File: config.mk
export PLATFORM = sky130hd
export DESIGN_NAME = max_heap_priority_queue
export DESIGN_NICKNAME = d
export VERILOG_FILES = /design/src/rtl/core/mhpq_pkg.sv /design/src/rtl/core/mhpq_ram.sv /design/src/rtl/core/mhpq_ctrl.sv /design/src/rtl/core/max_heap_priority_queue.sv
export SDC_FILE = /design/constraint.sdc
export NUM_CORES = 2
export LEC_CHECK = 0
export ABC_CLOCK_PERIOD_IN_PS = 10100
export BUFFER_PORTS_ARGS = -buffer_cell sky130_fd_sc_hd__buf_4
export CORE_MARGIN = 5
export CORE_UTILIZATION = 35
export CTS_BUF_LIST = sky130_fd_sc_hd__clkbuf_16
export DETAILED_ROUTE_END_ITERATION = 7
export MAX_ROUTING_LAYER = met4
export PLACE_DENSITY_LB_ADDON = 0.15
export RECOVER_POWER = 25
export SYNTH_ARGS = -nofsm -noshare
export SYNTH_HDL_FRONTEND = slang
export SYNTH_SLANG_ARGS = --single-unit
File: constraint.sdc
create_clock -name clk -period 10.1 [get_ports clk]
set_input_delay 1.01 -clock clk [delete_from_list [all_inputs] [get_ports clk]]
set_output_delay 1.01 -clock clk [all_outputs]
set_load 0.1 [all_outputs]
File: src/rtl/core/mhpq_pkg.sv
// shared types and constants for the max-heap priority queue
package mhpq_pkg;

  localparam int KEY_W = 32;
  localparam int CNT_W = 7;

  typedef logic signed [KEY_W-1:0] key_t;
  typedef logic [CNT_W-1:0] cnt_t;

  typedef enum logic [1:0] {
    OP_INSERT = 2'd0,
    OP_DELETE = 2'd1,
    OP_SORT   = 2'd2
  } op_t;

  typedef enum logic [1:0] {
    ST_OK        = 2'd0,
    ST_NOT_FOUND = 2'd1,
    ST_FULL      = 2'd2,
    ST_EMPTY     = 2'd3
  } status_t;

  typedef enum logic [3:0] {
    S_IDLE,
    S_UP,
    S_UP_CMP,
    S_SR_RD,
    S_SR_CMP,
    S_DEL_LAST,
    S_DN,
    S_DN_L,
    S_DN_R,
    S_DN_DEC,
    S_SORT_RD,
    S_SORT_TOP,
    S_SORT_LAST,
    S_EMIT
  } state_t;

  typedef struct packed {
    logic we;
    cnt_t waddr;
    key_t wdata;
    logic re;
    cnt_t raddr;
  } mem_req_t;

  typedef struct packed {
    logic    valid;
    key_t    value;
    status_t status;
    logic    last;
    cnt_t    count;
  } result_t;

endpackage

File: src/rtl/core/mhpq_ram.sv
// heap key store, one write port and one registered read port
module mhpq_ram #(
  parameter int DEPTH = 64
) (
  input  logic               clk,
  input  mhpq_pkg::mem_req_t req,
  output mhpq_pkg::key_t     rd_data
);
  import mhpq_pkg::*;

  localparam int AW = $clog2(DEPTH);

  key_t mem [DEPTH];
  key_t rd_data_r;

  always_ff @(posedge clk) begin
    if (req.we) begin
      mem[req.waddr[AW-1:0]] <= req.wdata;
    end
  end

  always_ff @(posedge clk) begin
    if (req.re) begin
      rd_data_r <= mem[req.raddr[AW-1:0]];
    end
  end

  assign rd_data = rd_data_r;

endmodule

File: src/rtl/core/mhpq_ctrl.sv
// operation sequencer: insert, search and delete, sort drain, hole-based sifts
module mhpq_ctrl #(
  parameter int CAPACITY = 64
) (
  input  logic               clk,
  input  logic               rst_n,
  input  logic               in_valid,
  output logic               in_ready,
  input  logic [1:0]         in_op,
  input  mhpq_pkg::key_t     in_key,
  input  logic               emit_ready,
  output mhpq_pkg::result_t  emit,
  output mhpq_pkg::mem_req_t mem_req,
  input  mhpq_pkg::key_t     rd_data
);
  import mhpq_pkg::*;

  localparam int AW = $clog2(CAPACITY);
  localparam int CW = CNT_W + 1;

  state_t          state_r, state_nxt;
  cnt_t            cnt_r, cnt_nxt;
  logic [AW-1:0]   i_r, i_nxt;
  logic [AW-1:0]   j_r, j_nxt;
  logic [AW-1:0]   big_r, big_nxt;
  key_t            cur_r, cur_nxt;
  key_t            bv_r, bv_nxt;
  key_t            key_r, key_nxt;
  key_t            res_val_r, res_val_nxt;
  status_t         res_st_r, res_st_nxt;
  logic            sort_r, sort_nxt;

  logic [CW-1:0]   l_ext, r_ext, cnt_ext, j_ext;
  logic [AW-1:0]   parent;
  logic            l_ok, r_ok, up_move, found, search_end, full;
  op_t             op;

  assign op         = op_t'(in_op);
  assign l_ext      = CW'({i_r, 1'b1});
  assign r_ext      = l_ext + CW'(1);
  assign cnt_ext    = CW'(cnt_r);
  assign j_ext      = CW'(j_r) + CW'(1);
  assign l_ok       = l_ext < cnt_ext;
  assign r_ok       = r_ext < cnt_ext;
  assign parent     = AW'((i_r - 1'b1) >> 1);
  assign up_move    = rd_data < cur_r;
  assign found      = rd_data == key_r;
  assign search_end = j_ext >= cnt_ext;
  assign full       = cnt_r >= CNT_W'(CAPACITY);

  always_comb begin
    state_nxt = state_r;
    case (state_r)
      S_IDLE: begin
        if (in_valid) begin
          case (op)
            OP_INSERT: state_nxt = full ? S_EMIT : S_UP;
            OP_DELETE: state_nxt = (cnt_r == '0) ? S_EMIT : S_SR_RD;
            OP_SORT:   state_nxt = (cnt_r == '0) ? S_EMIT : S_SORT_RD;
            default:   state_nxt = S_IDLE;
          endcase
        end
      end
      S_UP:        state_nxt = (i_r == '0) ? S_EMIT : S_UP_CMP;
      S_UP_CMP:    state_nxt = up_move ? S_UP : S_EMIT;
      S_SR_RD:     state_nxt = S_SR_CMP;
      S_SR_CMP: begin
        if (found) begin
          state_nxt = (j_ext < cnt_ext) ? S_DEL_LAST : S_EMIT;
        end else begin
          state_nxt = search_end ? S_EMIT : S_SR_RD;
        end
      end
      S_DEL_LAST:  state_nxt = S_DN;
      S_DN: begin
        if (l_ok) begin
          state_nxt = S_DN_L;
        end else begin
          state_nxt = sort_r ? S_EMIT : S_UP;
        end
      end
      S_DN_L:      state_nxt = r_ok ? S_DN_R : S_DN_DEC;
      S_DN_R:      state_nxt = S_DN_DEC;
      S_DN_DEC: begin
        if (big_r != i_r) begin
          state_nxt = S_DN;
        end else begin
          state_nxt = sort_r ? S_EMIT : S_UP;
        end
      end
      S_SORT_RD:   state_nxt = S_SORT_TOP;
      S_SORT_TOP:  state_nxt = (cnt_r > CNT_W'(1)) ? S_SORT_LAST : S_EMIT;
      S_SORT_LAST: state_nxt = S_DN;
      S_EMIT: begin
        if (emit_ready) begin
          state_nxt = (sort_r && cnt_r != '0) ? S_SORT_RD : S_IDLE;
        end
      end
      default:     state_nxt = S_IDLE;
    endcase
  end

  always_comb begin
    cnt_nxt     = cnt_r;
    i_nxt       = i_r;
    j_nxt       = j_r;
    big_nxt     = big_r;
    cur_nxt     = cur_r;
    bv_nxt      = bv_r;
    key_nxt     = key_r;
    res_val_nxt = res_val_r;
    res_st_nxt  = res_st_r;
    sort_nxt    = sort_r;
    mem_req     = '0;
    emit        = '0;
    in_ready    = 1'b0;
    case (state_r)
      S_IDLE: begin
        in_ready = 1'b1;
        if (in_valid) begin
          key_nxt     = in_key;
          res_val_nxt = in_key;
          res_st_nxt  = ST_OK;
          sort_nxt    = 1'b0;
          case (op)
            OP_INSERT: begin
              if (full) begin
                res_st_nxt = ST_FULL;
              end else begin
                i_nxt   = AW'(cnt_r);
                cnt_nxt = cnt_r + CNT_W'(1);
                cur_nxt = in_key;
              end
            end
            OP_DELETE: begin
              j_nxt = '0;
              if (cnt_r == '0) begin
                res_st_nxt = ST_NOT_FOUND;
              end
            end
            OP_SORT: begin
              if (cnt_r == '0) begin
                res_val_nxt = '0;
                res_st_nxt  = ST_EMPTY;
              end else begin
                sort_nxt = 1'b1;
              end
            end
            default: begin
              res_st_nxt = res_st_r;
            end
          endcase
        end
      end
      S_UP: begin
        if (i_r == '0) begin
          mem_req.we    = 1'b1;
          mem_req.waddr = CNT_W'(i_r);
          mem_req.wdata = cur_r;
        end else begin
          mem_req.re    = 1'b1;
          mem_req.raddr = CNT_W'(parent);
        end
      end
      S_UP_CMP: begin
        mem_req.we    = 1'b1;
        mem_req.waddr = CNT_W'(i_r);
        if (up_move) begin
          mem_req.wdata = rd_data;
          i_nxt         = parent;
        end else begin
          mem_req.wdata = cur_r;
        end
      end
      S_SR_RD: begin
        mem_req.re    = 1'b1;
        mem_req.raddr = CNT_W'(j_r);
      end
      S_SR_CMP: begin
        if (found) begin
          i_nxt   = j_r;
          cnt_nxt = cnt_r - CNT_W'(1);
          if (j_ext < cnt_ext) begin
            mem_req.re    = 1'b1;
            mem_req.raddr = cnt_r - CNT_W'(1);
          end
        end else if (search_end) begin
          res_st_nxt = ST_NOT_FOUND;
        end else begin
          j_nxt = j_r + 1'b1;
        end
      end
      S_DEL_LAST: begin
        cur_nxt = rd_data;
      end
      S_DN: begin
        if (l_ok) begin
          mem_req.re    = 1'b1;
          mem_req.raddr = CNT_W'(l_ext);
        end else if (sort_r) begin
          mem_req.we    = 1'b1;
          mem_req.waddr = CNT_W'(i_r);
          mem_req.wdata = cur_r;
        end
      end
      S_DN_L: begin
        if (cur_r < rd_data) begin
          big_nxt = AW'(l_ext);
          bv_nxt  = rd_data;
        end else begin
          big_nxt = i_r;
          bv_nxt  = cur_r;
        end
        if (r_ok) begin
          mem_req.re    = 1'b1;
          mem_req.raddr = CNT_W'(r_ext);
        end
      end
      S_DN_R: begin
        if (bv_r < rd_data) begin
          big_nxt = AW'(r_ext);
          bv_nxt  = rd_data;
        end
      end
      S_DN_DEC: begin
        if (big_r != i_r) begin
          mem_req.we    = 1'b1;
          mem_req.waddr = CNT_W'(i_r);
          mem_req.wdata = bv_r;
          i_nxt         = big_r;
        end else if (sort_r) begin
          mem_req.we    = 1'b1;
          mem_req.waddr = CNT_W'(i_r);
          mem_req.wdata = cur_r;
        end
      end
      S_SORT_RD: begin
        mem_req.re    = 1'b1;
        mem_req.raddr = '0;
      end
      S_SORT_TOP: begin
        res_val_nxt = rd_data;
        res_st_nxt  = ST_OK;
        cnt_nxt     = cnt_r - CNT_W'(1);
        if (cnt_r > CNT_W'(1)) begin
          mem_req.re    = 1'b1;
          mem_req.raddr = cnt_r - CNT_W'(1);
        end
      end
      S_SORT_LAST: begin
        cur_nxt = rd_data;
        i_nxt   = '0;
      end
      S_EMIT: begin
        emit.valid  = 1'b1;
        emit.value  = res_val_r;
        emit.status = res_st_r;
        emit.last   = sort_r ? (cnt_r == '0) : 1'b1;
        emit.count  = cnt_r;
      end
      default: begin
        mem_req = '0;
      end
    endcase
  end

  always_ff @(posedge clk) begin
    if (!rst_n) begin
      state_r <= S_IDLE;
      cnt_r   <= '0;
      sort_r  <= 1'b0;
    end else begin
      state_r <= state_nxt;
      cnt_r   <= cnt_nxt;
      sort_r  <= sort_nxt;
    end
  end

  always_ff @(posedge clk) begin
    i_r       <= i_nxt;
    j_r       <= j_nxt;
    big_r     <= big_nxt;
    cur_r     <= cur_nxt;
    bv_r      <= bv_nxt;
    key_r     <= key_nxt;
    res_val_r <= res_val_nxt;
    res_st_r  <= res_st_nxt;
  end

endmodule

File: src/rtl/core/max_heap_priority_queue.sv
// top level of the max-heap priority queue with result register
// Usage:
// The in_ channel carries one command per transfer: in_tuser is the opcode
// (insert, delete first matching key, sort drain) and in_tdata the key.
// The out_ channel returns the results; out_tlast marks the last result of a
// command, out_tuser is the status and out_tdata holds the value and count.
// One command is worked on at a time; in_tready is high only while idle.
// Steps per command:
//   insert: one read and one write per level walked up
//   delete: one read per key compared, then a fetch of the last key, up to
//     two reads and a write per level down, and a read and a write per level up
//   sort drain: per key emitted, a read of the top and of the last key,
//     then the sift down. The key store has a single registered read port.
// An unused opcode is taken and dropped.
// A finished result sits in an output register; while the receiver stalls,
// the sequencer waits on it, and the next command is taken as soon as the
// last result is in that register. Reset empties the heap.
module max_heap_priority_queue #(
  parameter int CAPACITY = 64
) (
  input  logic        clk,
  input  logic        rst_n,
  input  logic        in_tvalid,
  output logic        in_tready,
  input  logic [31:0] in_tdata,   // key
  input  logic [1:0]  in_tuser,   // opcode
  output logic        out_tvalid,
  input  logic        out_tready,
  output logic [39:0] out_tdata,  // value, count, zero pad
  output logic [1:0]  out_tuser,  // status
  output logic        out_tlast   // last
);
  import mhpq_pkg::*;

  mem_req_t mem_req;
  key_t     rd_data;
  result_t  emit;
  logic     emit_ready;

  logic     out_valid_r;
  key_t     out_val_r;
  status_t  out_st_r;
  logic     out_last_r;
  cnt_t     out_cnt_r;

  assign emit_ready = !out_valid_r || out_tready;

  mhpq_ctrl #(
    .CAPACITY (CAPACITY)
  ) u_ctrl (
    .clk        (clk),
    .rst_n      (rst_n),
    .in_valid   (in_tvalid),
    .in_ready   (in_tready),
    .in_op      (in_tuser),
    .in_key     (key_t'(in_tdata)),
    .emit_ready (emit_ready),
    .emit       (emit),
    .mem_req    (mem_req),
    .rd_data    (rd_data)
  );

  mhpq_ram #(
    .DEPTH (CAPACITY)
  ) u_ram (
    .clk     (clk),
    .req     (mem_req),
    .rd_data (rd_data)
  );

  always_ff @(posedge clk) begin
    if (!rst_n) begin
      out_valid_r <= 1'b0;
    end else if (emit.valid && emit_ready) begin
      out_valid_r <= 1'b1;
    end else if (out_tready) begin
      out_valid_r <= 1'b0;
    end
  end

  always_ff @(posedge clk) begin
    if (emit.valid && emit_ready) begin
      out_val_r  <= emit.value;
      out_st_r   <= emit.status;
      out_last_r <= emit.last;
      out_cnt_r  <= emit.count;
    end
  end

  assign out_tvalid = out_valid_r;
  assign out_tdata  = {1'b0, out_cnt_r, out_val_r};
  assign out_tuser  = out_st_r;
  assign out_tlast  = out_last_r;

  a_busy_after_cmd: assert property (@(posedge clk) disable iff (!rst_n)
    (in_tvalid && in_tready &&
     (in_tuser == OP_INSERT || in_tuser == OP_DELETE || in_tuser == OP_SORT))
    |=> !in_tready)
    else $error("command taken while the sequencer stayed idle");

  a_count_bound: assert property (@(posedge clk) disable iff (!rst_n)
    out_tvalid |-> (out_tdata[38:32] <= CNT_W'(CAPACITY)))
    else $error("result count above capacity");

  a_full_count: assert property (@(posedge clk) disable iff (!rst_n)
    (out_tvalid && out_tuser == ST_FULL) |-> (out_tdata[38:32] == CNT_W'(CAPACITY)))
    else $error("full status with room left");

  a_empty_result: assert property (@(posedge clk) disable iff (!rst_n)
    (out_tvalid && out_tuser == ST_EMPTY) |-> (out_tlast && out_tdata[38:0] == '0))
    else $error("empty status with data or without last");

endmodule

==> impl_metrics.toml <==
[run_status]
status = "finished with violations"
violations = "capacitance limit, slew limit"

[global_routing]
grt_pass1_vias = 57540
track_usage_pct = 22.15
grt_max_degree = 156
grt_pass1_wl_mm = 436.1
antenna_found_initial = 32
grt_overflow_total = 0

[clock_network]
cts-root-buf = "clkbuf_16"
cts_setup_buffers = 0
clk_latency_ns = 0.93
path_clk_slew_ns = 0.07
cts_buffers = 234
clkSinkCount = 2283
cts_resized = 0
hold_buffers = 0
cts_max_path_buffers = 3
cts_max_level = 4
cts_tree = "done"

[yosys]
synth_nets = 7404
yosysSeqAreaShare_pct = 73.18
synthArstFlopShare_pct = 0
synth-simple-area-share_pct = 15.62
synth_compound_area_share_pct = 6.427
synth_xor_xnor_area_share_pct = 0.5714
post-synth-top-count-cell = "edfxtp_1"
yosysTopAreaCell = "edfxtp_1"
yosys_warnings = 0
yosys_most_used_dff = "edfxtp_1"
synth_top_area_share_pct = 72.90
synth_top_family_by_area = "simple AND/OR/NAND/NOR gates"
syn_area_sq_mm = 0.09350
yosysUniqueCellTypes = 76
ys_ff_latch = 2283
syn_inst = 7274
yosys-top-cells-count = "2270 x edfxtp_1, 2086 x nand2_1, 848 x nand3_1"
avgSynthCellArea_sq_um = 12.85
synth_mux_area_share_pct = 0.4643
synth-edff-count = 2270
synthAdderAreaFrac_pct = 1.231
synth_area_leaders = "edfxtp_1 73%, nand2_1 8.4%, nand3_1 4.5%, a32oi_1 2.1%, ha_1 1.2%"

[sta]
final-max-slew-violation-count = 1034
slew_headroom_pct = -120.9
worstMarginPinSlew_ns = 3.314
setup_viol_count_final = 0
finalCriticalPeriod_ns = 7.126
timing.hold.ws_ns = 0.3964
fin_skew_ns = 0.07286
fmax_ghz = 0.1403
rsz0062_at_grt = "no"
fin_tns_setup_ns = 0
hold_violations = 0
fin_crit_sh_pct = 70.55

[route]
vias_per_cell = 5.497
vias = 60820
antenna_left = 0
drc_errors = 0
wire_per_inst_um = 27.77
firstDrtPassIters = 6
wirelength_mm = 307.3
drt_iter0_markers = 6488

[critical_path]
critPathTopFamily = "compound AO/OA/AOI/OAI gates"
path_buf_inv = 3
r2r_slack_ns = 2.97
cp_data_required_time_ns = 10.79
crit_type = "reg -> reg"
startpoint_type = "register"
path_max_fanout = 62
cp_common_cell = "buf_4"
worstPathCellList = "nor3_1 -> and2_0 -> o2111ai_1 -> o21a_1 -> o211a_4 -> buf_4 -> nor2_4 -> buf_12 -> buf_4 -> a32oi_1 -> a31oi_1 -> or4_1"
endpoint = "u_ram.rd_data[3]$_DFFE_PP_"
max_stage_delay_ns = 0.96
critPathArrivalTime_ns = 7.81
critPathSlowestCell = "a31oi_1"
worstSetupEndpointType = "register"
ff2ff_path_depth = 12
r2r-start = "u_ctrl.state_r[1]$_SDFFE_PN0P_"
critical_path_cell_count = 12
reg2reg_to = "u_ram.rd_data[3]$_DFFE_PP_"
critPathLaunch = "u_ctrl.state_r[1]$_SDFFE_PN0P_"

[die]
core-area_sq_mm = 0.2656
die_h_um = 526.9
rows = 189
start_util_pct = 35.21
ios = 83
die_w_um = 526.9
dieArea_sq_mm = 0.2776

[finish]
drive_gt1_share_pct = 8.258
fillCellCount = 24970
finish.instance_area_sq_mm = 0.1059
area_growth_pct = 13.26
final_util_pct = 39.88
finalNetCount = 7449
stdcell_count = 11070

[placement]
dp_hpwl_mm = 164.2
place.port_buffers = 81
place_area_sq_mm = 0.09898
gp_congestion = 0.8907
dpl.cell_count = 10620

[job]
maxCapViolations = 31

[power]
power_leakage_nw = 36.50
p_per_area_mw_per_mm2 = 258.1
ir_worst_vdd_mv = 0.2260

[min_path]
min_path_type = "in -> reg"
-- where the power goes --
| group | leakage (nW) | switching [mW] | total (mW) | internal [mW] |
|---|---|---|---|---|
| logic | 11.7 | 5.17 | 7.02 | 1.86 |
| registers | 21.0 | 0.365 | 12.0 | 11.6 |
| clock network | 3.79 | 3.79 | 8.34 | 4.55 |
| total | 36.5 | 9.32 | 27.3 | 18.0 |
-- cells in the final DEF (no fill, tap or decap), types with 10 or more instances in the layout --
master     count
edfxtp_1    2270
nand2_1     2085
nand3_1      848
clkbuf_16    234
a32oi_1      219
a21oi_1      181
a31oi_1      151
buf_4        148
inv_1        142
and3_1       130
clkbuf_1     111
ha_1          92
o21ai_0       87
nor2_1        69
nor2_4        62
clkinv_1      56
xnor2_1       51
mux2i_1       40
clkinv_2      37
a221o_2       32
or4_1         31
and2_0        30
nand4_1       27
o31ai_1       27
a21boi_1      27
a21o_1        25
diode_2       24
nor3_1        24
and2_1        21
buf_12        18
nand2b_1      13
bufinv_16     13
dfxtp_1       13
nor2b_1       12
clkinv_16     12
xor2_1        10
nor4_1        10
-- area by class of cell --
cell class	count	area [sq um]	area share, %
Sequential cell	2283	68430	64.61
Timing Repair Buffer	277	1888	1.783
Clock inverter	191	1528	1.443
Tap cell	3533	4420	4.174
Clock buffer	234	5856	5.529
Multi-Input combinational cell	4436	23390	22.09
Antenna cell	24	60.06	0.05671
Inverter	87	326.6	0.3084
-- registers in the layout, summed over array words and instances (netlist names), 2 cells and up --
signal,count
out_cnt_r,7
out_tuser,2
out_val_r,32
u_ctrl.big_r,6
u_ctrl.bv_r,32
u_ctrl.cnt_r,7
u_ctrl.cur_r,32
u_ctrl.i_r,6
u_ctrl.j_r,6
u_ctrl.key_r,32
u_ctrl.res_st_r,2
u_ctrl.res_val_r,32
u_ctrl.state_r,4
u_ram.mem,2048
u_ram.rd_data,32
-- how the worst min path moves through the flow --
stage	from	to	slack, ns	depth (start not counted)
final	in_tdata[22]	u_ctrl.key_r[22]$_DFFE_PP_	0.40	1
after global routing	in_tdata[29]	u_ctrl.key_r[29]$_DFFE_PP_	0.37	1
after CTS	in_tdata[28]	u_ctrl.key_r[28]$_DFFE_PP_	0.24	1
after detailed placement	u_ctrl.res_val_r[26]$_DFFE_PP_	out_val_r[26]$_SDFFCE_PN0P_	0.50	1
after global placement	u_ctrl.res_val_r[22]$_DFFE_PP_	out_val_r[22]$_SDFFCE_PN0P_	0.50	1
after floorplan	u_ctrl.sort_r$_SDFFE_PN0P_	u_ctrl.sort_r$_SDFFE_PN0P_	0.48	2
-- logic make-up after synthesis --
| kind of cell | after synthesis |
|---|---|
| compound gates | 855 |
| xor+xnor | 61 |
| fa+ha+maj | 92 |
| buf+inv | 555 |
| flops | 2283 |
| mux | 43 |
| other cells | 1 |
| simple gates | 3384 |
-- metrics by stage --
step / power (mW) / setup slack (ns)
finish: 27.33 / 2.974
CTS: 27.51 / 3.506
global route: 28.48 / 2.668
floorplan: 16.18 / 5.821
detailed placement: 19.16 / 3.528
global placement: 19.16 / 3.453
-- per-layer routing --
layer | GRT usage [%] | vias up | wire length [um]
li1 | - | 26940 | -
met1 | 30.51 | 31140 | 135000
met2 | 34.18 | 2337 | 141300
met3 | 3.369 | 407 | 21330
met4 | 6.567 | 0 | 9588
met5 | - | - | 0
(Power assumes the default switching activity.)
